$ cat config.mk
export PLATFORM = sky130hd
export DESIGN_NAME = skt_cmp
export DESIGN_NICKNAME = d
export VERILOG_FILES = /design/src/skt_pkg.sv /design/src/skt_cmp.sv
export SDC_FILE = /design/constraint.sdc
export NUM_CORES = 1
export LEC_CHECK = 0
export BUFFER_PORTS_ARGS = -buffer_cell sky130_fd_sc_hd__buf_2
export CORE_ASPECT_RATIO = 0.75
export CORE_UTILIZATION = 46
export DETAILED_ROUTE_END_ITERATION = 8
export PLACE_DENSITY = 0.91
export SYNTH_ARGS = -nofsm -noshare
export SYNTH_HDL_FRONTEND = slang
export SYNTH_SLANG_ARGS = --single-unit
$ cat constraint.sdc
create_clock -name vclk -period 3.85
set_clock_uncertainty 0.15 [all_clocks]
set_input_delay 0.77 -clock vclk [all_inputs]
set_output_delay 0.77 -clock vclk [all_outputs]
set_load 0.02 [all_outputs]
$ cat src/skt_pkg.sv
`timescale 1ns / 1ps
package skt_pkg;

  localparam int DEFAULT_DEPTH = 64;
  localparam int KEY_W         = 32;
  localparam int PAY_W         = 32;
  localparam int REQ_W         = 3;
  localparam int IDX_W         = 6;
  localparam int CNT_OUT_W     = 7;

  // request codes
  localparam logic [REQ_W-1:0] REQ_INSERT = 3'd0;
  localparam logic [REQ_W-1:0] REQ_DELETE = 3'd1;
  localparam logic [REQ_W-1:0] REQ_CHANGE = 3'd2;
  localparam logic [REQ_W-1:0] REQ_READ   = 3'd3;

  typedef enum logic [1:0] {
    ST_DONE      = 2'd0,
    ST_NOT_FOUND = 2'd1,
    ST_FULL      = 2'd2,
    ST_RANGE     = 2'd3
  } status_t;

  typedef enum logic [5:0] {
    S_IDLE = 6'b000001,
    S_SCAN = 6'b000010,
    S_SHUP = 6'b000100,
    S_SHDN = 6'b001000,
    S_PUT  = 6'b010000,
    S_READ = 6'b100000
  } state_t;

  typedef struct packed {
    logic signed [KEY_W-1:0] key;
    logic        [PAY_W-1:0] payload;
  } entry_t;

  typedef struct packed {
    logic gt;
    logic eq;
  } cmp_res_t;

endpackage

$ cat src/skt_cmp.sv
`timescale 1ns / 1ps
module skt_cmp (
  input  logic signed [skt_pkg::KEY_W-1:0] cmp_a,
  input  logic signed [skt_pkg::KEY_W-1:0] cmp_b,
  output skt_pkg::cmp_res_t                cmp_res
);
  import skt_pkg::*;

  // signed greater-than and equality compare of the request key with an entry
  assign cmp_res.gt = (cmp_a > cmp_b);
  assign cmp_res.eq = (cmp_a == cmp_b);

endmodule

# Word level (Yosys, flattened, before mapping)
# Cells that the tools add are included.
[classes]
add_sub_neg = 0
multipliers = 0
n_div = 0
n_lt_le_gt_ge = 1
eq_ne = 1
n_shift = 0
muxes = 0
bitwise = 0
n_reduce_logical = 0
[ops]
columns = ["op", "count"]
rows = [
  ["$eq A32 B32 Y1", 1],
  ["$gt A32 B32 Y1", 1],
]
[totals]
ff_bits = 0
latchBits = 0
ramBits = 0
mem_bits_ro = 0
input_bits = 64
out_inout_bits = 2
wordCells = 2
mem_count = 0

# Longest topological paths before layout
# Gate-level depths: netlist (run 1).
[logic_depth]
ltp_word = 1
depth_mapped = 8
ltp_nobuf = 8

# Worst setup path before layout (run 1)
# Ideal clock, no wire load.
[synth_timing]
path_kind = "input -> output"
startpoint = "in cmp_b[31] (netlist name)"
endpoint = "out cmp_res[1] (netlist name)"
arrival_ps = 2262
required_time_ps = 2930
slack_ps = 668
cell_stages = 8
cell_sequence = "inv_1 ha_1 and4_1 nand4_1 or3_1 a31oi_1 o221ai_1 nand2b_1"
[synth_lines]
columns = ["element", "line_no", "source"]
rows = [
  ["from (decl)", "skt_cmp.sv:4", "input logic signed [skt_pkg::KEY_W-1:0] cmp_b,"],
  ["to (decl)", "skt_cmp.sv:5", "output skt_pkg::cmp_res_t cmp_res"],
]

==> impl_metrics.py, run 1 <==
metrics = {
    "run_status": {
        "status": "completed",
    },
    "synth": {
        "synth.area.mux_share": 0,
        "avgSynthCellArea_um2": 7.41,
        "yosysSeqAreaShare": 0,
        "synth_xor_area_frac": 0,
        "synth_warnings": 0,
        "synth_cell_types": 23,
        "synth-adder-area-share": 0.474,
        "synth_cells": 114,
        "syn_nets": 210,
        "synth_compound_area_frac": 0.185,
        "syn-cell-area_um2": 845,
        "synth-simple-area-share": 0.194,
        "synth_top_family_by_area": "adder cells",
    },
    "global_routing": {
        "grt_pass1_wl_um": 3170,
        "grt_pass1_vias": 864,
        "grt_start_max_net_pins": 5,
        "antenna_found_initial": 0,
        "grt_overflow_total": 0,
        "grt_usage": 0.204,
    },
    "die": {
        "std_cell_rows": 13,
        "die-width_um": 51.5,
        "io_pins": 66,
        "start_util": 0.490,
        "core_um2": 1720,
        "dieArea_um2": 2010,
        "fp.dieH_um": 39.1,
    },
    "power_and_ir_drop": {
        "power.leakage_uw": 0.000824,
        "power_density_nw_per_um2": 93.3,
        "ir_drop_mv": 0.0585,
    },
    "routing": {
        "drtIter0Drc": 6,
        "viasPerCell": 5.03,
        "totalWireLength_um": 1960,
        "routedWlPerCell_um": 9.68,
        "vias": 1016,
        "ant_nets": 0,
        "drc_errors": 0,
        "dr.pass1.iters": 4,
    },
    "placement": {
        "place_congestion": 0.648,
        "port_buffers": 66,
        "place_ws_ns": 0.406,
        "place_hpwl_um": 1900,
        "dpl_cell_area_um2": 1200,
    },
    "timing": {
        "hold_ws_ns": 1.97,
        "relSlewSlack": 0.809,
        "tns_ns": 0,
        "min_period_over_period": 0.898,
        "tightest_slew_ns": 0.285,
        "final-hold-violation-count": 0,
        "rsz0062_at_grt": "false",
        "setup_violations": 0,
        "setup_slack_ns": 0.392,
        "period_needed_ns": 3.46,
        "maxSlewViolCount": 0,
        "max_freq_mhz": 289,
    },
    "clock_network": {
        "post_cts_buffers": 0,
        "holdBufCountCts": 0,
        "cts_resized": 0,
    },
    "layout": {
        "fill_cells": 169,
        "num_antenna_cells": 0,
        "clock_buffer_count": 0,
        "fin_nets": 278,
        "drive_gt1_frac": 0.383,
        "seq_area_um2": 0,
        "fin_area_um2": 1200,
        "area_delta_synth_final_pct": 42.4,
        "flops_and_latches": 0,
    },
    "setup_path": {
        "crit_type": "in -> out",
        "worst_setup_path_start_kind": "primary input",
        "worstPathMaxFanout": 4,
        "cp-endpoint": "cmp_res[1]",
        "critPathLaunch": "cmp_b[31]",
        "crit_arrival_ns": 2.54,
        "required_ns": 2.93,
        "end_kind": "output pin",
    },
    "worst_hold_path": {
        "hold_path.class": "in -> out",
    },
    "job": {
        "maxCapViolations": 0,
    },
}
==> layer usage <==
metal,global-route usage,part of all wire
met4,0.0405,0.017
met5,0,0
met2,0.416,0.52
met1,0.243,0.41
met3,0,0.054
==> cells in the final DEF, fill, tap and decap left out <==
| cell | n |
|---|---|
| nor4_4 | 1 |
| and4_1 | 1 |
| nand2b_4 | 1 |
| nand4_1 | 5 |
| or3_1 | 1 |
| nand2b_1 | 2 |
| a21oi_1 | 8 |
| inv_1 | 33 |
| nand3_1 | 2 |
| nand4_2 | 1 |
| nand2_1 | 6 |
| a31oi_1 | 1 |
| nor2_1 | 2 |
| o221ai_1 | 1 |
| a221oi_1 | 3 |
| a221o_1 | 1 |
| o211a_1 | 1 |
| ha_1 | 32 |
| a21o_1 | 4 |
| buf_2 | 66 |
| nor2b_1 | 1 |
| and2_0 | 1 |
| o21ai_0 | 5 |
| nor3_1 | 1 |
==> stage by stage <==
step                      power, uW  cells  utilization
after global placement          106    202        0.697
after detailed placement        113    202        0.697
after floorplan                64.4    114            -
after global routing            129    202        0.697
after CTS                       114    202        0.697
final                           112    202        0.697
==> kinds of logic (layout without fill, tap and decap cells) <==
logic type / after synthesis / after routing
AO/OA/AOI/OAI: 24 / 24
adder cells (fa/ha/maj): 32 / 32
buffers and inverters: 33 / 99
AND/OR/NAND/NOR: 25 / 25
==> cell usage after synthesis, drive strengths merged (2+ instances only) <==
| cell | instances | area [um^2] |
|---|---|---|
| nand2 | 6 | 22.5 |
| ha | 32 | 400 |
| a221oi | 3 | 26.3 |
| inv | 33 | 124 |
| a21oi | 8 | 40.0 |
| nand3 | 2 | 10.0 |
| o21ai | 5 | 25.0 |
| nand4 | 6 | 43.8 |
| nand2b | 3 | 26.3 |
| a21o | 4 | 30.0 |
| nor2 | 2 | 7.51 |
==> layout make-up <==
type | count | area [um^2] | share of cell area
well taps | 22 | 27.5 | 0.0229
inverters | 33 | 124 | 0.103
multi-input cells | 81 | 721 | 0.599
repair buffers | 66 | 330 | 0.275
==> power by group <==
part           leakage, uW  internal [uW]  switching [uW]
combinational     0.000824           59.6            52.7
sequential               0              0               0
clock                    0              0               0
==> worst min path at each step <==
stage	start	to	slack (ns)	cells after the start
finish	cmp_b[0]	cmp_res[0]	1.97	5
CTS	cmp_b[0]	cmp_res[0]	1.98	5
detailed placement	cmp_b[0]	cmp_res[0]	1.98	5
global route	cmp_b[0]	cmp_res[0]	2.02	5
floorplan	cmp_b[0]	cmp_res[0]	1.78	3
global placement	cmp_b[0]	cmp_res[0]	1.98	5
==> critical path: stages <==
cell      delay (ns)
buf_2           0.07
inv_1           0.03
ha_1            0.32
and4_1          0.22
nand4_1         0.11
or3_1           0.41
a31oi_1         0.20
o221ai_1        0.15
nand2b_1        0.09
buf_2           0.16
Note: power is estimated with default switching activity, not from simulation.
==> run 2, diff against run 1 <==
--- a/config.mk
+++ b/config.mk
@@ -9,7 +9,7 @@
 export CORE_ASPECT_RATIO = 0.75
 export CORE_UTILIZATION = 46
 export DETAILED_ROUTE_END_ITERATION = 8
-export PLACE_DENSITY = 0.91
+export PLACE_DENSITY_LB_ADDON = 0.25
 export SYNTH_ARGS = -nofsm -noshare
 export SYNTH_HDL_FRONTEND = slang
 export SYNTH_SLANG_ARGS = --single-unit
==> run 2 against run 1 <==
  * Wire length is 2.3% higher
  * Via count is 3.3% lower
  * Critical path depth stayed put
  * Utilization stayed put
  * Cell count stayed put
  * Critical endpoint unchanged
  * Largest power group unchanged
==> impl_metrics.py, run 2 (synthesis results as in run 1) <==
metrics = {
    "routing": {
        "drc_errors": 0,
        "ant_nets": 0,
        "viasPerCell": 4.86,
        "totalWireLength_um": 2000,
        "routedWlPerCell_um": 9.90,
        "dr.pass1.iters": 4,
        "vias": 982,
        "drtIter0Drc": 12,
    },
    "placement": {
        "place_hpwl_um": 1910,
        "port_buffers": 66,
        "place_congestion": 0.679,
        "dpl_cell_area_um2": 1200,
    },
    "timing": {
        "tightest_slew_ns": 0.276,
        "period_needed_ns": 3.44,
        "setup_violations": 0,
        "max_freq_mhz": 291,
        "rsz0062_at_grt": "false",
        "final-hold-violation-count": 0,
        "relSlewSlack": 0.815,
        "min_period_over_period": 0.893,
        "maxSlewViolCount": 0,
        "tns_ns": 0,
    },
    "die": {
        "std_cell_rows": 13,
        "die-width_um": 51.5,
        "core_um2": 1720,
        "start_util": 0.490,
        "fp.dieH_um": 39.1,
        "dieArea_um2": 2010,
        "io_pins": 66,
    },
    "clock_network": {
        "post_cts_buffers": 0,
        "cts_resized": 0,
        "holdBufCountCts": 0,
    },
    "worst_hold_path": {
        "hold_end": "cmp_res[0]",
        "holdPathStages": 5,
        "hold_path.class": "in -> out",
        "hold_start": "cmp_b[0]",
    },
    "global_routing": {
        "antenna_found_initial": 0,
        "grt_pass1_wl_um": 3110,
        "grt_start_max_net_pins": 5,
        "grt_overflow_total": 0,
        "grt_pass1_vias": 827,
        "grt_usage": 0.200,
    },
    "layout": {
        "fin_nets": 278,
        "mostFrequentLayoutCells": "buf_2 (66), inv_1 (33), ha_1 (32)",
        "utilization": 0.697,
        "drive_gt1_frac": 0.383,
        "clock_buffer_count": 0,
        "seq_area_um2": 0,
        "area_delta_synth_final_pct": 42.4,
        "flops_and_latches": 0,
        "layout.cells.most_common": "buf_2",
        "fin_area_um2": 1200,
        "num_antenna_cells": 0,
    },
    "setup_path": {
        "crit_arrival_ns": 2.52,
        "required_ns": 2.93,
        "critical_path.slowest_cell": "or3_1",
        "end_kind": "output pin",
        "cp_cell_sequence": "buf_2, inv_1, ha_1, and4_1, nand4_1, or3_1, a31oi_1, o221ai_1, nand2b_1, buf_2",
        "crit_type": "in -> out",
        "worst_setup_path_start_kind": "primary input",
        "cpPeakStageDelay_ns": 0.40,
        "worst_path_most_repeated_cell": "buf_2",
        "worstPathMaxFanout": 4,
    },
    "power_and_ir_drop": {
        "ir_drop_mv": 0.0526,
        "power.leakage_uw": 0.000824,
        "power_density_nw_per_um2": 93.9,
        "finalPower_uw": 113,
    },
    "job": {
        "maxCapViolations": 0,
    },
    "run_status": {
        "status": "completed",
    },
}
==> run 2: cell counts in the layout (fill, tap and decap cells not counted) <==
No cell type changed its count.
==> run 2: worst max-delay path by stage <==
stage / start / end / slack [ns] / cells after the start
after floorplan: cmp_b[31] / cmp_res[1] / 0.67 / 8
after global placement: cmp_b[31] / cmp_res[1] / 0.40 / 10
after detailed placement: cmp_b[31] / cmp_res[1] / 0.42 / 10
after CTS: cmp_b[31] / cmp_res[1] / 0.41 / 10
after global routing: cmp_b[31] / cmp_res[1] / 0.22 / 10
final: cmp_b[31] / cmp_res[1] / 0.41 / 10
==> run 2: stage by stage <==
step	std cells	hold slack, ns	setup WS [ns]
after floorplan	114	1.78	0.668
after global placement	202	1.95	0.397
after detailed placement	202	1.94	0.424
after CTS	202	1.95	0.412
after global routing	202	2.03	0.218
final	202	1.95	0.414
==> run 2: metal layers <==
| layer | track usage | part of all wire |
|---|---|---|
| met2 | 0.412 | 0.49 |
| met5 | 0 | 0 |
| met3 | 0.0118 | 0.073 |
| met4 | 0 | 0 |
| met1 | 0.241 | 0.44 |
==> run 2: critical path: cells and delay by family <==
family	cells	cell delay, ns
buffers and inverters	3	0.27
adders and majority gates	1	0.32
AOI/OAI and AO/OA	2	0.34
and+or+nand+nor	4	0.82
==> run 2: final cells by class <==
class	count	area [um^2]
fill	173	522
inverter	33	124
multi-input combinational	81	721
tap	22	27.5
timing repair buffer	66	330
==> run 2: power breakdown <==
group / internal (uW) / total, uW / switching (uW)
clock network: 0 / 0 / 0
logic: 59.6 / 113 / 53.3
registers: 0 / 0 / 0
==> run 3, diff against run 2 <==
--- a/config.mk
+++ b/config.mk
@@ -6,8 +6,10 @@
 export NUM_CORES = 1
 export LEC_CHECK = 0
 export BUFFER_PORTS_ARGS = -buffer_cell sky130_fd_sc_hd__buf_2
+export CELL_PAD_IN_SITES_DETAIL_PLACEMENT = 1
+export CELL_PAD_IN_SITES_GLOBAL_PLACEMENT = 1
 export CORE_ASPECT_RATIO = 0.75
-export CORE_UTILIZATION = 46
+export CORE_UTILIZATION = 30
 export DETAILED_ROUTE_END_ITERATION = 8
 export PLACE_DENSITY_LB_ADDON = 0.25
 export SYNTH_ARGS = -nofsm -noshare
==> run 3 against run 2 <==
  * Die area rose by 51%
  * Global-route usage fell by 4.1 points
  * Utilization shrank 24 points
  * First-iteration DRC count down 67%
  * Largest power group unchanged
  * Sequential share of layout area did not move
  * Fmax fell by 1.6%
  * Clock-buffer cell count unchanged
  * Sequential cell count did not move
  * Wire length rose by 18%
  * Design area grew 1.5%
  * Critical path depth is the same
==> impl_metrics.py, run 3 (synthesis results as in run 1) <==
metrics = {
    "run_status": {
        "status": "completed",
    },
    "layout": {
        "seq_area_um2": 0,
        "fin_nets": 278,
        "utilization": 0.462,
        "mostFrequentLayoutCells": "buf_2 (66), inv_1 (33), ha_1 (32)",
        "clock_buffer_count": 0,
        "num_antenna_cells": 0,
        "fill_cells": 381,
        "flops_and_latches": 0,
        "area_delta_synth_final_pct": 44.4,
        "layout.cells.most_common": "buf_2",
        "fin_area_um2": 1220,
        "drive_gt1_frac": 0.383,
    },
    "timing": {
        "max_freq_mhz": 287,
        "rsz0062_at_grt": "false",
        "period_needed_ns": 3.49,
        "final-hold-violation-count": 0,
        "tightest_slew_ns": 0.280,
        "min_period_over_period": 0.907,
        "tns_ns": 0,
        "relSlewSlack": 0.812,
        "maxSlewViolCount": 0,
        "setup_violations": 0,
    },
    "routing": {
        "drtIter0Drc": 4,
        "routedWlPerCell_um": 10.9,
        "drc_errors": 0,
        "viasPerCell": 4.51,
        "vias": 974,
        "ant_nets": 0,
        "totalWireLength_um": 2360,
        "dr.pass1.iters": 2,
    },
    "die": {
        "core_um2": 2640,
        "start_util": 0.320,
        "die-width_um": 63.3,
        "dieArea_um2": 3030,
        "io_pins": 66,
        "std_cell_rows": 16,
        "fp.dieH_um": 48.0,
    },
    "clock_network": {
        "cts_resized": 0,
        "holdBufCountCts": 0,
        "post_cts_buffers": 0,
    },
    "placement": {
        "dpl_cell_area_um2": 1220,
        "place_hpwl_um": 2280,
        "place_congestion": 0.729,
        "port_buffers": 66,
    },
    "power_and_ir_drop": {
        "power_density_nw_per_um2": 93.7,
        "power.leakage_uw": 0.000824,
        "ir_drop_mv": 0.0289,
    },
    "setup_path": {
        "cp_cell_sequence": "buf_2, inv_1, ha_1, and4_1, nand4_1, or3_1, a31oi_1, o221ai_1, nand2b_1, buf_2",
        "worstPathMaxFanout": 4,
        "crit_buf_inv": 3,
        "worst_path_most_repeated_cell": "buf_2",
        "cpLargestDelayFamily": "simple AND/OR/NAND/NOR gates",
        "cpPeakStageDelay_ns": 0.41,
        "worst_setup_path_start_kind": "primary input",
        "crit_type": "in -> out",
        "crit_arrival_ns": 2.57,
        "critical_path.slowest_cell": "or3_1",
        "required_ns": 2.93,
        "end_kind": "output pin",
    },
    "global_routing": {
        "grt_usage": 0.159,
        "grt_pass1_wl_um": 3880,
        "grt_start_max_net_pins": 5,
        "grt_pass1_vias": 1020,
        "antenna_found_initial": 0,
        "grt_overflow_total": 0,
    },
    "job": {
        "maxCapViolations": 0,
    },
    "worst_hold_path": {
        "hold_path.class": "in -> out",
    },
}
-- run 3: cell counts in the layout (fill, tap and decap cells not counted) --
No cell type changed its count.
-- run 3: routing by layer --
metal  global-route usage  share of wire  routed length (um)  vias up
met1                0.179           0.42                1000      417
li1                     -              -                   -      530
met3              0.00714          0.047                 112        0
met2                0.361           0.53                1250       27
met4                    0              0                   0        0
met5                    0              0                   0        -
-- run 3: per-stage QoR --
stage	hold WS [ns]	std cells	worst slack, ns	power (uW)
floorplan	1.78	114	0.668	64.4
global placement	1.97	216	0.355	109
detailed placement	1.98	216	0.350	116
CTS	1.99	216	0.347	117
global route	2.04	216	0.207	134
finish	1.98	216	0.360	114
-- run 3: final cells by class --
cell class	count	area [um^2]	share of cell area
well taps	36	45.0	0.0369
multi-input cells	81	721	0.591
repair buffers	66	330	0.271
inverters	33	124	0.102
-- run 3: worst min-delay path, cell delays in order --
cell,delay (ns)
buf_2,0.08
ha_1,0.11
nand4_1,0.11
nor2_1,0.11
buf_2,0.17
-- run 3: worst paths after layout --
kind,from,endpoint,slack (ns),cells past startpoint
worst max-delay path,cmp_b[31],cmp_res[1],0.36,10
worst min-delay path,cmp_b[0],cmp_res[0],1.98,5
-- run 3: power breakdown --
group / internal (uW) / switching [uW] / total, uW
clock: 0 / 0 / 0
sequential: 0 / 0 / 0
combinational: 59.6 / 54.7 / 114
total: 59.6 / 54.7 / 114
