--- src/skt_pkg.sv ---
`timescale 1ns / 1ps
package skt_pkg;

  localparam int DEFAULT_DEPTH = 64;
  localparam int KEY_W         = 32;
  localparam int PAY_W         = 32;
  localparam int REQ_W         = 3;
  localparam int IDX_W         = 6;
  localparam int CNT_OUT_W     = 7;

  // request codes
  localparam logic [REQ_W-1:0] REQ_INSERT = 3'd0;
  localparam logic [REQ_W-1:0] REQ_DELETE = 3'd1;
  localparam logic [REQ_W-1:0] REQ_CHANGE = 3'd2;
  localparam logic [REQ_W-1:0] REQ_READ   = 3'd3;

  typedef enum logic [1:0] {
    ST_DONE      = 2'd0,
    ST_NOT_FOUND = 2'd1,
    ST_FULL      = 2'd2,
    ST_RANGE     = 2'd3
  } status_t;

  typedef enum logic [5:0] {
    S_IDLE = 6'b000001,
    S_SCAN = 6'b000010,
    S_SHUP = 6'b000100,
    S_SHDN = 6'b001000,
    S_PUT  = 6'b010000,
    S_READ = 6'b100000
  } state_t;

  typedef struct packed {
    logic signed [KEY_W-1:0] key;
    logic        [PAY_W-1:0] payload;
  } entry_t;

  typedef struct packed {
    logic gt;
    logic eq;
  } cmp_res_t;

endpackage

--- src/skt_seq.sv ---
`timescale 1ns / 1ps
module skt_seq #(
  parameter int TABLE_DEPTH = skt_pkg::DEFAULT_DEPTH,
  parameter int AW          = 6,
  parameter int CNT_W       = 7
) (
  input  logic                               clk,
  input  logic                               rst_n,
  input  logic                               start,
  output logic                               busy,
  input  logic [skt_pkg::REQ_W-1:0]          in_req_type,
  input  logic signed [skt_pkg::KEY_W-1:0]   in_key,
  input  logic signed [skt_pkg::KEY_W-1:0]   in_new_key,
  input  logic [skt_pkg::PAY_W-1:0]          in_payload,
  input  logic [skt_pkg::IDX_W-1:0]          in_index,
  output logic signed [skt_pkg::KEY_W-1:0]   cmp_key,
  input  skt_pkg::cmp_res_t                  cmp_res,
  output logic [AW-1:0]                      rd_addr,
  input  skt_pkg::entry_t                    rd_data,
  output logic                               wr_en,
  output logic [AW-1:0]                      wr_addr,
  output skt_pkg::entry_t                    wr_data,
  output logic                               out_strobe,
  output skt_pkg::status_t                   out_status,
  output logic [skt_pkg::CNT_OUT_W-1:0]      out_entry_count,
  output logic                               out_is_full,
  output logic                               out_is_empty,
  output logic signed [skt_pkg::KEY_W-1:0]   out_read_key,
  output logic [skt_pkg::PAY_W-1:0]          out_read_payload
);
  import skt_pkg::*;

  localparam int CMP_W = (CNT_W > IDX_W) ? CNT_W : IDX_W;
  localparam logic [CNT_W-1:0] ONE  = CNT_W'(1);
  localparam logic [CNT_W-1:0] TWO  = CNT_W'(2);
  localparam logic [CNT_W-1:0] FULL = CNT_W'(TABLE_DEPTH);

  state_t                  state_r, state_nxt;
  logic [REQ_W-1:0]        req_r;
  logic signed [KEY_W-1:0] key_r, nkey_r;
  logic [PAY_W-1:0]        pay_r;
  logic [CMP_W-1:0]        idx_r;
  logic [CNT_W-1:0]        ptr_r, ptr_nxt;
  logic [CNT_W-1:0]        pos_r, pos_nxt;
  logic [CNT_W-1:0]        count_r, count_nxt;

  logic                    acc;
  logic                    hit;
  logic                    last;
  logic [CMP_W-1:0]        rd_sel;
  logic [CMP_W-1:0]        in_idx_ext;
  logic                    fin;
  status_t                 fin_status;
  logic signed [KEY_W-1:0] fin_rkey;
  logic [PAY_W-1:0]        fin_rpay;
  logic [CNT_W+CNT_OUT_W-1:0] cnt_ext;

  logic                    out_strobe_r;
  status_t                 out_status_r;
  logic [CNT_OUT_W-1:0]    out_count_r;
  logic                    out_full_r;
  logic                    out_empty_r;
  logic signed [KEY_W-1:0] out_rkey_r;
  logic [PAY_W-1:0]        out_rpay_r;

  assign busy       = (state_r != S_IDLE);
  assign acc        = start && !busy;
  assign cmp_key    = key_r;
  assign in_idx_ext = CMP_W'(in_index);
  assign rd_addr    = rd_sel[AW-1:0];
  // insert stops at the first key not below it, delete and change at an equal key
  assign hit        = (req_r == REQ_INSERT) ? !cmp_res.gt : cmp_res.eq;
  assign last       = ((ptr_r + ONE) == count_r);
  assign cnt_ext    = {{CNT_OUT_W{1'b0}}, count_nxt};

  // sequence scan, shift and write steps over the shared compare and memory port
  always_comb begin
    state_nxt  = state_r;
    ptr_nxt    = ptr_r;
    pos_nxt    = pos_r;
    count_nxt  = count_r;
    rd_sel     = CMP_W'(ptr_r + ONE);
    wr_en      = 1'b0;
    wr_addr    = ptr_r[AW-1:0];
    wr_data    = rd_data;
    fin        = 1'b0;
    fin_status = ST_DONE;
    fin_rkey   = '0;
    fin_rpay   = '0;
    unique case (state_r)
      S_IDLE: begin
        rd_sel = (in_req_type == REQ_READ) ? in_idx_ext : '0;
        if (acc) begin
          if (in_req_type == REQ_INSERT) begin
            if (count_r == FULL) begin
              fin        = 1'b1;
              fin_status = ST_FULL;
            end else if (count_r == '0) begin
              pos_nxt   = '0;
              state_nxt = S_PUT;
            end else begin
              ptr_nxt   = '0;
              state_nxt = S_SCAN;
            end
          end else if (in_req_type == REQ_DELETE || in_req_type == REQ_CHANGE) begin
            if (count_r == '0) begin
              fin        = 1'b1;
              fin_status = ST_NOT_FOUND;
            end else begin
              ptr_nxt   = '0;
              state_nxt = S_SCAN;
            end
          end else if (in_req_type == REQ_READ) begin
            state_nxt = S_READ;
          end else begin
            fin = 1'b1;
          end
        end
      end
      S_SCAN: begin
        if (hit) begin
          if (req_r == REQ_INSERT) begin
            pos_nxt   = ptr_r;
            ptr_nxt   = count_r;
            rd_sel    = CMP_W'(count_r - ONE);
            state_nxt = S_SHUP;
          end else if (req_r == REQ_DELETE) begin
            if (last) begin
              fin       = 1'b1;
              count_nxt = count_r - ONE;
            end else begin
              state_nxt = S_SHDN;
            end
          end else begin
            // rewrite the key in place, keep the payload just read
            wr_en           = 1'b1;
            wr_data.key     = nkey_r;
            wr_data.payload = rd_data.payload;
            fin             = 1'b1;
          end
        end else if (last) begin
          if (req_r == REQ_INSERT) begin
            pos_nxt   = count_r;
            state_nxt = S_PUT;
          end else begin
            fin        = 1'b1;
            fin_status = ST_NOT_FOUND;
          end
        end else begin
          ptr_nxt = ptr_r + ONE;
        end
      end
      S_SHUP: begin
        // move entry ptr-1 up to ptr, fetch the one below it
        wr_en  = 1'b1;
        rd_sel = CMP_W'(ptr_r - TWO);
        if (ptr_r == (pos_r + ONE)) begin
          state_nxt = S_PUT;
        end else begin
          ptr_nxt = ptr_r - ONE;
        end
      end
      S_SHDN: begin
        // move entry ptr+1 down to ptr, fetch the one after it
        wr_en  = 1'b1;
        rd_sel = CMP_W'(ptr_r + TWO);
        if ((ptr_r + TWO) == count_r) begin
          fin       = 1'b1;
          count_nxt = count_r - ONE;
        end else begin
          ptr_nxt = ptr_r + ONE;
        end
      end
      S_PUT: begin
        wr_en           = 1'b1;
        wr_addr         = pos_r[AW-1:0];
        wr_data.key     = key_r;
        wr_data.payload = pay_r;
        count_nxt       = count_r + ONE;
        fin             = 1'b1;
      end
      S_READ: begin
        fin = 1'b1;
        if (idx_r < CMP_W'(count_r)) begin
          fin_rkey = rd_data.key;
          fin_rpay = rd_data.payload;
        end else begin
          fin_status = ST_RANGE;
        end
      end
      default: begin
        state_nxt = S_IDLE;
      end
    endcase
    if (fin) begin
      state_nxt = S_IDLE;
    end
  end

  // advance control state
  always_ff @(posedge clk) begin
    if (!rst_n) begin
      state_r      <= S_IDLE;
      count_r      <= '0;
      out_strobe_r <= 1'b0;
    end else begin
      state_r      <= state_nxt;
      count_r      <= count_nxt;
      out_strobe_r <= fin;
    end
  end

  // hold the request and the scan pointers
  always_ff @(posedge clk) begin
    if (acc) begin
      req_r  <= in_req_type;
      key_r  <= in_key;
      nkey_r <= in_new_key;
      pay_r  <= in_payload;
      idx_r  <= in_idx_ext;
    end
    ptr_r <= ptr_nxt;
    pos_r <= pos_nxt;
  end

  // load the result for a one-cycle transfer
  always_ff @(posedge clk) begin
    if (fin) begin
      out_status_r <= fin_status;
      out_count_r  <= cnt_ext[CNT_OUT_W-1:0];
      out_full_r   <= (count_nxt == FULL);
      out_empty_r  <= (count_nxt == '0);
      out_rkey_r   <= fin_rkey;
      out_rpay_r   <= fin_rpay;
    end
  end

  assign out_strobe       = out_strobe_r;
  assign out_status       = out_status_r;
  assign out_entry_count  = out_count_r;
  assign out_is_full      = out_full_r;
  assign out_is_empty     = out_empty_r;
  assign out_read_key     = out_rkey_r;
  assign out_read_payload = out_rpay_r;

endmodule

--- config.mk ---
export PLATFORM = sky130hd
export DESIGN_NAME = skt_seq
export DESIGN_NICKNAME = d
export VERILOG_FILES = /design/src/skt_pkg.sv /design/src/skt_seq.sv
export SDC_FILE = /design/constraint.sdc
export NUM_CORES = 1
export LEC_CHECK = 0
export BUFFER_PORTS_ARGS = -buffer_cell sky130_fd_sc_hd__buf_2
export CAP_MARGIN = 40
export CORE_MARGIN = 1
export CORE_UTILIZATION = 40
export DETAILED_ROUTE_END_ITERATION = 8
export PLACE_DENSITY = 0.73
export RECOVER_POWER = 50
export SLEW_MARGIN = 20
export SYNTH_ARGS = -nofsm -noshare
export SYNTH_HDL_FRONTEND = slang
export SYNTH_SLANG_ARGS = --single-unit
--- constraint.sdc ---
create_clock -name clk -period 3.9 [get_ports clk]
set_input_delay 0.39 -clock clk [delete_from_list [all_inputs] [get_ports clk]]
set_output_delay 0.39 -clock clk [all_outputs]
set_load 0.01 [all_outputs]
Yosys cells after proc, flatten, opt, wreduce, memory -nomap -nowiden
Index checks and enable logic that the tools add are counted.
{"block": "word_totals", "register_bits": 208, "in_bits": 174, "output_inout_bits": 186, "word_cells": 156}
{"block": "classes", "addsub": 7, "magnitude_cmp": 1, "eq_ne": 34, "muxes": 78, "bitwise": 2, "n_reduce_logical": 18}
{"operator": "$mux W64", "count": 3}
{"operator": "$mux W7", "count": 22}
{"operator": "$pmux W64 S2", "count": 1}
{"operator": "$mux W6", "count": 17}
{"operator": "$pmux W6 S4", "count": 2}
{"operator": "$pmux W7 S4", "count": 1}
{"operator": "$ne A3 B3 Y1 const B", "count": 8}
{"operator": "$mux W1", "count": 22}
{"operator": "$add A7 B1 Y7 const B", "count": 3}
{"operator": "$eq A7 B7 Y1", "count": 3}
{"operator": "$pmux W7 S3", "count": 1}
{"operator": "$ne A2 B2 Y1 const B", "count": 8}
{"operator": "$eq A7 B7 Y1 const B", "count": 2}
{"operator": "$logic_not A7 Y1", "count": 2}
{"operator": "$pmux W7 S2", "count": 1}
{"operator": "$sub A7 B1 Y7 const B", "count": 2}
{"operator": "$reduce_and A10 Y1", "count": 1}
{"operator": "$mux W2", "count": 4}
{"operator": "$ne A4 B4 Y1 const B", "count": 2}
{"operator": "$reduce_and A8 Y1", "count": 1}
{"operator": "$add A7 B2 Y7 const B", "count": 1}
{"operator": "$lt A6 B7 Y1", "count": 1}
{"operator": "$reduce_and A7 Y1", "count": 1}
{"operator": "$eq A3 B1 Y1 const B", "count": 2}
{"operator": "other kinds (23)", "count": 29}

Longest topological paths before layout
Gate-level depths: netlist of the first run.
{"block": "logic_depth", "depth_word": 8, "depth_mapped": 12, "mapped_depth_nobuf": 10}

Worst setup path before layout of the first run
OpenSTA, ideal clock, no wires.
{"block": "synth_path", "path_type": "flip-flop to flip-flop", "from": "register state_r[5]", "to": "register key_r[0] (netlist: cmp_key[0]), enable pin", "setup_time_ns": 0.458, "arrival_ns": 3.537, "required_time_ns": 3.442, "setup_slack_ns": -0.095, "path_stages_with_launch": 6, "n_path_buf": 1, "period_less_slack_ns": 3.995, "cell_sequence": "dfxtp_1 > clkbuf_1 > or4_1 > nor3b_2 > nand2_1 > inv_1"}
{"block": "synth_between", "elab_chain_cells": 3}
{"item": "from (decl)", "line_no": "skt_seq.sv:38", "rtl": "state_t state_r, state_nxt;"}
{"item": "from (signal assigned)", "line_no": "skt_seq.sv:207", "rtl": "state_r <= state_nxt;"}
{"item": "$ne A6 B1 Y1", "line_no": "skt_seq.sv:66", "rtl": "assign busy = (state_r != S_IDLE);"}
{"item": "$logic_not A1 Y1", "line_no": "skt_seq.sv:67", "rtl": "assign acc = start && !busy;"}
{"item": "$logic_and A1 B1 Y1", "line_no": "skt_seq.sv:67"}
{"item": "named net acc", "line_no": "skt_seq.sv:47", "rtl": "logic acc;"}
{"item": "to (signal assigned)", "line_no": "skt_seq.sv:217", "rtl": "key_r <= in_key;"}
{"item": "to (decl)", "line_no": "skt_seq.sv:40", "rtl": "logic signed [KEY_W-1:0] key_r, nkey_r;"}
The timed path passes the listed nets, and every way through them passes these cells.
A chain may end at the register's enable or synchronous reset.

Worst setup path in the final report of the first run
{"block": "layout_path", "from": "register state_r[1]", "to": "output rd_addr[5]"}
{"block": "layout_between", "elab_chain_cells": 2, "word_cells_on_any_way": 5, "classes_between": "4 x eq/ne; 1 x mux"}
{"item": "$eq A6 B4 Y1 (tied with other cells)", "line_no": "skt_seq.sv:90", "rtl": "unique case (state_r)"}
{"item": "$pmux W6 S4 *", "line_no": "skt_seq.sv:90"}
{"item": "to (decl)", "line_no": "skt_seq.sv:18", "rtl": "output logic [AW-1:0] rd_addr,"}
Every way passes the cells marked *; elsewhere a longest branch is shown, timed or not.

==> reports/summary.txt, run 1 <==
Outcome -> finished clean
H-tree Lvls -> 1
Setup bufs post-CTS -> 0
CP Class -> reg -> out
Power Dens Cells -> 457 nW/µm²
Slew headroom -> 35.9%
Number of synthesized register bits -> 208
Syn Inst Count -> 888
GRT Residual Overflow -> 0
Sw Ratio -> 25.0%
Final Wtd Congestion -> 0.943
Layout net count -> 1430
Initial antenna violation count -> 0
Sink Count -> 208
Worst min-delay path class -> in -> reg
Pins over their slew limit -> 0
Port buffer count -> 359
Hold WS -> 0.0404 ns
Lkg Pwr -> 5.30 nW
Sequential Power Share -> 48.1%
Setup violators final -> 0
Number of global-route vias before repair -> 8286
Post-layout min period -> 3.50 ns
Worst skew pair latency -> 0.53 ns
First-pass GRT wire length -> 46.8 mm
Core Util, Final -> 52.9%
Post-CTS resize count -> 0
Synth top area share -> 57.8%
Ranking of synthesized cells by area -> edfxtp_1 58%, nand2_1 7.9%, and2_1 4.3%
WL/cell -> 19.5 µm
Die Width -> 161 µm
Core area -> 24500 µm²
Area Overhead vs Synth -> 28.6%
Top post-synthesis cells by count -> 213 x nand2_1, 194 x edfxtp_1, 70 x and2_1
DRC viols -> 0
Die Ht -> 161 µm
Pin count of the biggest net entering global routing -> 53
Crit share post-route -> 89.8%
Clock power share -> 39.5%
DRT Wirelength -> 30.9 mm
Via count -> 8325
Post-route ant nets -> 0
Clk_skew -> 0.0236 ns
Filler cells -> 2252
First-pass DRT Iterations -> 4
CTS Buf Count -> 24
Number of diodes -> 0
Synthesis warning total -> 0
I/O pin cnt -> 360
Hpwl dp -> 23.0 mm
Post-DR vias/cell -> 5.26
Combinational cell fraction of total power -> 12.4%
Die Footprint -> 25800 µm²
RSZ-0062 raised after global routing -> false
Sequential area share after synthesis -> 60.6%
Floorplan row count -> 57
Dominant cell type by area after synthesis -> edfxtp_1
Largest fanout on the critical path -> 11
Maximum vdd drop -> 402 µV
Share of cells above drive strength 1 -> 25.8%
Clk buf depth -> 3
Mapped Nets -> 1076
Max-cap violation count -> 0
Nature of the critical path startpoint -> flop
Critical Path AT -> 3.11 ns
Tot Pwr -> 5.93 mW
Net switching power -> 1.48 mW
Syn Area/Cell -> 11.4 µm²
Internal Power -> 4.44 mW
Hold_buf cts -> 0
Mapped Area -> 10100 µm²
Worst Setup End Kind -> output pin
Initial DRC Count -> 762
Final Hold Viols -> 0
CP required -> 3.51 ns
Clock tree from TritonCTS -> built
Worst Max-Slew Pin Slew -> 0.956 ns
Setup TNS -> 0 ns
Highest clock rate -> 285 MHz
Overall global routing resource usage -> 23.5%
Number of flops mapped to enable cells by yosys -> 194
Synth Flop Type -> edfxtp_1
Netlist cell types -> 82
Post-synth ARST share -> 0%
Clock slew at reported path FFs -> 0.06 ns
Starting Density -> 41.1%
Most frequent cell after synthesis -> nand2_1
CTS Root Cell -> clkbuf_16
-- registers in the layout, summed over array words and instances, names as in the netlist --
signal / count
cmp_key: 32
nkey_r: 32
out_read_key: 32
out_read_payload: 32
pay_r: 32
count_r: 7
out_entry_count: 7
pos_r: 7
ptr_r: 7
idx_r: 6
state_r: 6
req_r: 3
out_status: 2
out_is_empty: 1
out_is_full: 1
out_strobe: 1
-- critical path, stage by stage, from the launching register on --
cell and delay (ns):
dfxtp_1 0.41, or4_1 0.62, nor3b_2 0.41, inv_1 0.24
and3_1 0.26, a21oi_1 0.16, a21oi_1 0.08, a221o_1 0.27
buf_2 0.14
-- layout by cell type, fill, tap and decap left out, types with 4 or more instances in the layout --
cell type,instances
a21o_1,6
a21oi_1,29
a221o_1,9
a221oi_1,5
a22oi_1,35
a31oi_1,5
and2_1,70
and3_1,6
buf_2,240
buf_4,18
bufinv_16,4
clkbuf_1,121
clkbuf_16,24
clkinv_1,6
dfxtp_1,14
edfxtp_1,194
ha_1,14
inv_1,16
nand2_1,213
nand3_1,18
nand3b_1,8
nand4_1,4
nor2_1,28
nor2b_1,4
nor3_1,11
nor4_1,6
o211ai_1,5
o21ai_0,18
o221ai_1,4
o31ai_1,4
xnor2_1,25
xor2_1,11
-- power groups by stage --
stage               combinational, mW  sequential [mW]  clock [mW]
floorplan                       0.287             2.95           0
global placement                0.783             2.88           0
detailed placement              0.791             2.89           0
CTS                             0.793             2.85        2.39
global route                    0.800             2.88        2.46
finish                          0.736             2.85        2.34
-- path summary, 6_finish.rpt --
check	startpoint	to	slack, ns	cells after the start
worst min register to register	state_r[1]	state_r[1]	0.66	2
worst max register to register	ptr_r[1]	state_r[3]	0.44	10
worst max-delay path	state_r[1]	rd_addr[5]	0.40	8
worst min-delay path	in_key[16]	cmp_key[16]	0.04	1
-- through the flow --
stage	std cells	setup slack [ns]	cell area [µm²]
floorplan	888	0.645	10100
global placement	1540	0.662	12300
detailed placement	1540	0.508	12300
CTS	1582	0.379	13100
global route	1582	0.254	13000
finish	1582	0.396	13000
-- per-layer routing --
metal,track usage (%),up-vias,wire [µm]
met5,0,-,0
met4,8.45,0,1030
met3,6.10,71,2700
met2,40.9,405,15300
met1,27.9,3916,11900
li1,-,3933,-
-- cells by family after synthesis --
| logic type | after synthesis | share of synthesized area [%] |
|---|---|---|
| compound gates | 153 | 11.4 |
| xor+xnor | 38 | 3.53 |
| fa+ha+maj | 14 | 1.74 |
| buf+inv | 73 | 2.93 |
| flops | 208 | 60.6 |
| mux | 3 | 0.310 |
| simple gates | 399 | 19.5 |
-- final cells by class --
| cell class | count | area [µm²] | share of cell area [%] |
|---|---|---|---|
| Sequential cell | 208 | 6110 | 47.1 |
| Multi-Input combinational cell | 607 | 3700 | 28.5 |
| Timing Repair Buffer | 382 | 1850 | 14.3 |
| Clock buffer | 28 | 646 | 4.98 |
| Tap cell | 324 | 405 | 3.13 |
| Clock inverter | 14 | 184 | 1.42 |
| Inverter | 19 | 72.6 | 0.560 |
No activity file was read; power rests on OpenSTA's default activity.
==> run 2: changes to the inputs <==
--- a/config.mk
+++ b/config.mk
@@ -7,9 +7,11 @@
 export LEC_CHECK = 0
 export BUFFER_PORTS_ARGS = -buffer_cell sky130_fd_sc_hd__buf_2
 export CAP_MARGIN = 40
+export CORE_ASPECT_RATIO = 0.7
 export CORE_MARGIN = 1
 export CORE_UTILIZATION = 40
 export DETAILED_ROUTE_END_ITERATION = 8
+export MAX_ROUTING_LAYER = met4
 export PLACE_DENSITY = 0.73
 export RECOVER_POWER = 50
 export SLEW_MARGIN = 20
==> run 2 against run 1 <==
Compared with the run above:
- the run now ends with max-capacitance violations left
- register-to-register slack worse by 0.03 ns
- maximum frequency down 0.66%
- combinational power is 5.2% higher
- sequential power about the same
- wire length up 6.7%
- worst hold slack improved by 0.0091 ns
- clock skew is 0.0057 ns lower
- flip-flop and latch count unchanged
- final cell count rose by 0.82%
- total power down 3.0%
- critical endpoint is now rd_addr[4]
- largest cell class unchanged
- largest power group unchanged
- highest routed layer unchanged
==> reports/summary.txt, run 2 (synthesized netlist as in run 1, its figures left out) <==
CP Class -> reg -> out
RSZ-0062 raised after global routing -> false
Most common cell after layout, fill and taps aside -> buf_2
Overall global routing resource usage -> 25.5% (+2.0 points)
Pins over their slew limit -> 0 (unchanged)
Dpl ws -> 0.695 ns (+0.187 ns)
Sink Count -> 208 (unchanged)
Number of global-route vias before repair -> 8326 (+0.48%)
Share of cells above drive strength 1 -> 25.0% (-0.83 points)
DRC viols -> 0 (unchanged)
Initial DRC Count -> 608 (-20%)
Die Ht -> 135 µm (-16%)
CP max-delay cell -> nor3_1
Sw Ratio -> 25.6% (+0.52 points)
CP required -> 3.51 ns (about the same)
Clk_skew -> 0.0179 ns (-0.00575 ns)
Hold WS -> 0.0495 ns (+0.00906 ns)
Final worst slack -> 0.373 ns (-0.0232 ns)
Critical Path AT -> 3.14 ns (+0.03 ns)
Hpwl dp -> 24.8 mm (+7.6%)
Power Dens Cells -> 446 nW/µm² (-2.4%)
Nature of the critical path startpoint -> flop
Clock tree from TritonCTS -> built
Post-layout min period -> 3.53 ns (+0.0232 ns)
Worst min-delay path class -> in -> reg
Largest fanout on the critical path -> 11 (unchanged)
Worst skew pair latency -> 0.51 ns (-0.02 ns)
CTS Root Cell -> clkbuf_16
Pin count of the biggest net entering global routing -> 41 (-23%)
Core Util, Final -> 52.2% (-0.64 points)
Setup violators final -> 0 (unchanged)
Lkg Pwr -> 5.28 nW (-0.31%)
Initial antenna violation count -> 2 (+2)
Via count -> 8622 (+3.6%)
CTS Buf Count -> 22 (-8.3%)
Die Width -> 192 µm (+19%)
Failing checks -> max-capacitance violations
First-pass DRT Iterations -> 5 (+1)
Filler cells -> 2302 (+2.2%)
Peak per-stage delay on the critical path -> 0.60 ns (-0.02 ns)
Clock slew at reported path FFs -> 0.07 ns (about the same)
Area Overhead vs Synth -> 27.9%
Highest clock rate -> 284 MHz (-0.66%)
First-pass GRT wire length -> 47.9 mm (+2.3%)
Final Wtd Congestion -> 0.993 (+5.3%)
Die Footprint -> 25800 µm² (about the same)
Net switching power -> 1.47 mW (-0.94%)
Internal Power -> 4.28 mW (-3.6%)
Combinational cell fraction of total power -> 13.5% (+1.1 points)
Layout net count -> 1442 (+0.84%)
Post-CTS resize count -> 0 (unchanged)
Hold_buf cts -> 0 (unchanged)
Starting Density -> 40.8% (-0.25 points)
Outcome -> finished, violations left
Critical Path, Cell by Cell -> or4_1 -> nor3b_2 -> inv_1 -> nor3_1 -> a22oi_1 -> nand4_1 -> buf_2
WL/cell -> 20.7 µm (+5.8%)
Final Hold Viols -> 0 (unchanged)
Maximum vdd drop -> 415 µV (+3.1%)
Post-DR vias/cell -> 5.41 (+2.7%)
Crit share post-route -> 90.4% (+0.59 points)
Worst Setup End Kind -> output pin
Sequential Power Share -> 49.6% (+1.5 points)
Clock power share -> 37.0% (-2.5 points)
I/O pin cnt -> 360 (unchanged)
Setup bufs post-CTS -> 0 (unchanged)
H-tree Lvls -> 1 (unchanged)
Port buffer count -> 359 (unchanged)
Slew headroom -> 1.77% (-34 points)
Most frequent cells in the layout -> 234 x buf_2, 214 x nand2_1, 194 x edfxtp_1
Floorplan row count -> 48 (-16%)
Post-route ant nets -> 0 (unchanged)
DRT Wirelength -> 33.0 mm (+6.7%)
Worst Max-Slew Pin Slew -> 1.47 ns (+0.510 ns)
GRT Residual Overflow -> 0 (unchanged)
Setup TNS -> 0 ns (unchanged)
Max-cap violation count -> 1 (+1)
Clk buf depth -> 3 (unchanged)
Core area -> 24700 µm² (+0.61%)
## run 2: changes by cell type in the layout (fill, tap and decap cells not counted), sizes merged
cell and change:
clkinv -3, clkbuf +13, buf +3, clkinvlp -1, bufinv -2, diode +2
## run 2: final cells by class
| class | instances | area, µm² | area share (%) |
|---|---|---|---|
| antenna | 2 | 5.00 | 0.0388 |
| clock buffer | 30 | 632 | 4.90 |
| clock inverter | 8 | 91.3 | 0.709 |
| inverter | 19 | 72.6 | 0.563 |
| multi-input combinational | 607 | 3630 | 28.1 |
| sequential | 208 | 6110 | 47.4 |
| tap | 325 | 407 | 3.16 |
| timing repair buffer | 396 | 1950 | 15.1 |
## run 2: path summary, 6_finish.rpt
path | start | to | slack, ns | cells past startpoint
max | state_r[1] | rd_addr[4] | 0.37 | 7
min | in_key[29] | cmp_key[29] | 0.05 | 1
max reg2reg | count_r[2] | out_read_key[7] | 0.41 | 9
min reg2reg | state_r[1] | state_r[1] | 0.66 | 2
## run 2: power groups by stage
stage	clock network, mW	logic (mW)	registers [mW]
after CTS	2.18	0.826	2.85
final	2.13	0.774	2.85
after global placement	0	0.814	2.88
after global routing	2.25	0.843	2.87
after detailed placement	0	0.822	2.89
after floorplan	0	0.287	2.95
## run 2: worst max-delay path, delay by kind of cell, from the launching register on
family,cells,cell delay [ns]
buffers and inverters,2,0.36
flip-flops,1,0.40
AND/OR/NAND/NOR,4,1.70
AO/OA/AOI/OAI,1,0.19
## run 2: metrics by stage
| step | area (µm²) | power [mW] | cells |
|---|---|---|---|
| floorplan | 10100 | 3.24 | 888 |
| global placement | 12400 | 3.70 | 1553 |
| detailed placement | 12400 | 3.71 | 1553 |
| CTS | 13100 | 5.85 | 1591 |
| global route | 12900 | 5.97 | 1595 |
| finish | 12900 | 5.75 | 1595 |
## run 2: metal layers
| layer | GRT usage, % | wire length (µm) |
|---|---|---|
| met1 | 33.5 | 13700 |
| met2 | 38.6 | 14800 |
| met3 | 5.51 | 3280 |
| met4 | 9.35 | 1140 |
| met5 | - | 0 |
==> run 3: changes to the inputs <==
--- a/config.mk
+++ b/config.mk
@@ -9,10 +9,10 @@
 export CAP_MARGIN = 40
 export CORE_ASPECT_RATIO = 0.7
 export CORE_MARGIN = 1
-export CORE_UTILIZATION = 40
+export CORE_UTILIZATION = 45
 export DETAILED_ROUTE_END_ITERATION = 8
 export MAX_ROUTING_LAYER = met4
-export PLACE_DENSITY = 0.73
+export PLACE_DENSITY = 0.8
 export RECOVER_POWER = 50
 export SLEW_MARGIN = 20
 export SYNTH_ARGS = -nofsm -noshare
==> run 3 against run 2 <==
Compared with the run above:
- the flow finishes with violations (max-capacitance violations, max-slew violations)
- cell area is 1.2% lower
- die area down 11%
- count of clock-buffer cells in the layout shrank 3
- clock power decreased by 9%
- utilization grew 6.1 points
- wire length shrank 4.3%
- worst hold slack better by 0.020 ns
- critical endpoint is now rd_addr[5]
- largest cell class unchanged
- largest power group unchanged
==> reports/summary.txt, run 3 (synthesized netlist as in run 1, its figures left out) <==
Most frequent cells in the layout -> 239 x buf_2, 213 x nand2_1, 194 x edfxtp_1
Clk buf depth -> 3 (unchanged)
Post-layout min period -> 3.67 ns (+0.146 ns)
First-pass DRT Iterations -> 5 (unchanged)
Buf/Inv on CP -> 3 (+1)
Peak per-stage delay on the critical path -> 0.61 ns (about the same)
Post-DR vias/cell -> 5.64 (+4.4%)
Die Width -> 181 µm (-5.7%)
GRT Residual Overflow -> 0 (unchanged)
Worst Setup End Kind -> output pin
R2r setup slk -> 0.35 ns (-0.06 ns)
CP Class -> reg -> out
Tot Pwr -> 5.52 mW (-4.1%)
Area Overhead vs Synth -> 26.3%
Sink Count -> 208 (unchanged)
Overall global routing resource usage -> 27.4% (+1.9 points)
I/O pin cnt -> 360 (unchanged)
Final Hold Viols -> 0 (unchanged)
RSZ-0062 raised after global routing -> false
Via count -> 8674 (+0.60%)
Setup bufs post-CTS -> 0 (unchanged)
Initial antenna violation count -> 0 (-2)
Die Ht -> 127 µm (-5.6%)
Post-CTS resize count -> 0 (unchanged)
Post-route ant nets -> 0 (unchanged)
Worst Setup SP -> state_r[1]
Die Footprint -> 23000 µm² (-11%)
Initial DRC Count -> 681 (+12%)
Setup TNS -> 0 ns (unchanged)
Outcome -> finished, violations left
Final worst slack -> 0.227 ns (-0.146 ns)
Crit share post-route -> 94.2% (+3.7 points)
Setup violators final -> 0 (unchanged)
Largest fanout on the critical path -> 11 (unchanged)
H-tree Lvls -> 1 (unchanged)
Highest clock rate -> 272 MHz (-4.0%)
DRT Wirelength -> 31.6 mm (-4.3%)
R2R Path End -> out_read_payload[14]
Placed cells -> 1502 (-3.3%)
Reg2reg start -> ptr_r[1]
Placement Cell Area -> 12300 µm² (-1.0%)
Critical Path, Cell by Cell -> or4_1 -> nor3b_1 -> clkbuf_1 -> inv_1 -> and3_1 -> a21oi_1 -> a21oi_1 -> a221o_1 -> buf_2
Power Dens Cells -> 433 nW/µm² (-2.9%)
Layout net count -> 1432 (-0.69%)
Slew headroom -> -3.85% (-5.6 points)
Hpwl dp -> 23.5 mm (-5.2%)
Internal Power -> 4.11 mW (-4.0%)
Lkg Pwr -> 5.21 nW (-1.3%)
Critical Path AT -> 3.28 ns (+0.14 ns)
Stages on worst setup path -> 9 (+2)
Dpl ws -> 0.434 ns (-0.261 ns)
Sequential Power Share -> 51.8% (+2.2 points)
Pins over their slew limit -> 61 (+61)
Floorplan row count -> 45 (-6.3%)
Number of diodes -> 0 (-2)
Clock power share -> 34.9% (-2.1 points)
Worst skew pair latency -> 0.50 ns (about the same)
Final non-filler cell total -> 1537 (-3.6%)
Design area -> 12700 µm² (-1.2%)
Filler cells -> 1916 (-17%)
R2R depth -> 8 (-1)
Sw Ratio -> 25.5% (-0.048 points)
Port buffer count -> 359 (unchanged)
CP max-delay cell -> or4_1
CP required -> 3.51 ns (about the same)
Area of the multi-input gates -> 3690 µm² (+1.7%)
Max-cap violation count -> 1 (unchanged)
Final Wtd Congestion -> 0.971 (-2.1%)
Nature of the critical path startpoint -> flop
Starting Density -> 46.1% (+5.3 points)
Setup crit end -> rd_addr[5]
Area taken by flip-flops and latches -> 6110 µm² (unchanged)
Failing checks -> max-capacitance violations, max-slew violations
Worst path top cell family by delay -> simple AND/OR/NAND/NOR gates
Pin count of the biggest net entering global routing -> 65 (+59%)
Net switching power -> 1.41 mW (-4.2%)
Worst Max-Slew Pin Slew -> 1.56 ns (+0.0924 ns)
Core area -> 21800 µm² (-11%)
Combinational cell fraction of total power -> 13.3% (-0.2 points)
Hold_buf cts -> 0 (unchanged)
Worst min-delay path class -> in -> reg
First-pass GRT wire length -> 46.4 mm (-3.0%)
Cell repeated most along the worst path -> a21oi_1
Most common cell after layout, fill and taps aside -> buf_2
Maximum vdd drop -> 360 µV (-13%)
CTS Buf Count -> 21 (-4.5%)
Clk_skew -> 0.0160 ns (-0.00189 ns)
DRC viols -> 0 (unchanged)
Number of global-route vias before repair -> 8115 (-2.5%)
Clock slew at reported path FFs -> 0.06 ns (about the same)
CTS Root Cell -> clkbuf_16
Clock tree from TritonCTS -> built
WL/cell -> 20.5 µm (-0.66%)
Share of cells above drive strength 1 -> 25.3% (+0.26 points)
## run 3: worst min-delay path by stage
stage	cells after the start	to	slack, ns	from
finish	1	nkey_r[30]	0.07	in_new_key[30]
global route	1	cmp_key[2]	0.05	in_key[2]
CTS	1	pay_r[3]	0.05	in_payload[3]
detailed placement	1	nkey_r[20]	0.57	in_new_key[20]
global placement	1	nkey_r[20]	0.57	in_new_key[20]
floorplan	0	cmp_key[0]	0.49	in_key[0]
## run 3: per-stage QoR
step	hold WS (ns)	utilization, %
6_report	0.0697	58.3
5_1_grt	0.0498	58.3
4_1_cts	0.0510	59.0
3_5_place_dp	0.568	56.1
3_3_place_gp	0.566	56.1
2_1_floorplan	0.489	-
## run 3: area by class of cell
| class | count | share of cell area (%) |
|---|---|---|
| clock buffer | 27 | 4.30 |
| clock inverter | 7 | 0.639 |
| inverter | 19 | 0.590 |
| multi-input combinational | 607 | 29.0 |
| sequential | 208 | 48.0 |
| tap | 282 | 2.77 |
| timing repair buffer | 387 | 14.8 |
## run 3: metal layers
layer / vias to the layer above / wire, µm / GRT usage [%]
met3: 62 / 3290 / 6.13
met1: 4140 / 13000 / 36.6
met2: 545 / 14500 / 42.1
met5: - / 0 / -
li1: 3927 / - / -
met4: 0 / 760 / 7.59
## run 3: power groups by stage
stage / registers (mW) / clock network (mW) / logic (mW)
floorplan: 2.95 / 0 / 0.287
finish: 2.86 / 1.93 / 0.733
global route: 2.88 / 2.04 / 0.789
CTS: 2.84 / 1.96 / 0.786
global placement: 2.88 / 0 / 0.775
detailed placement: 2.89 / 0 / 0.783
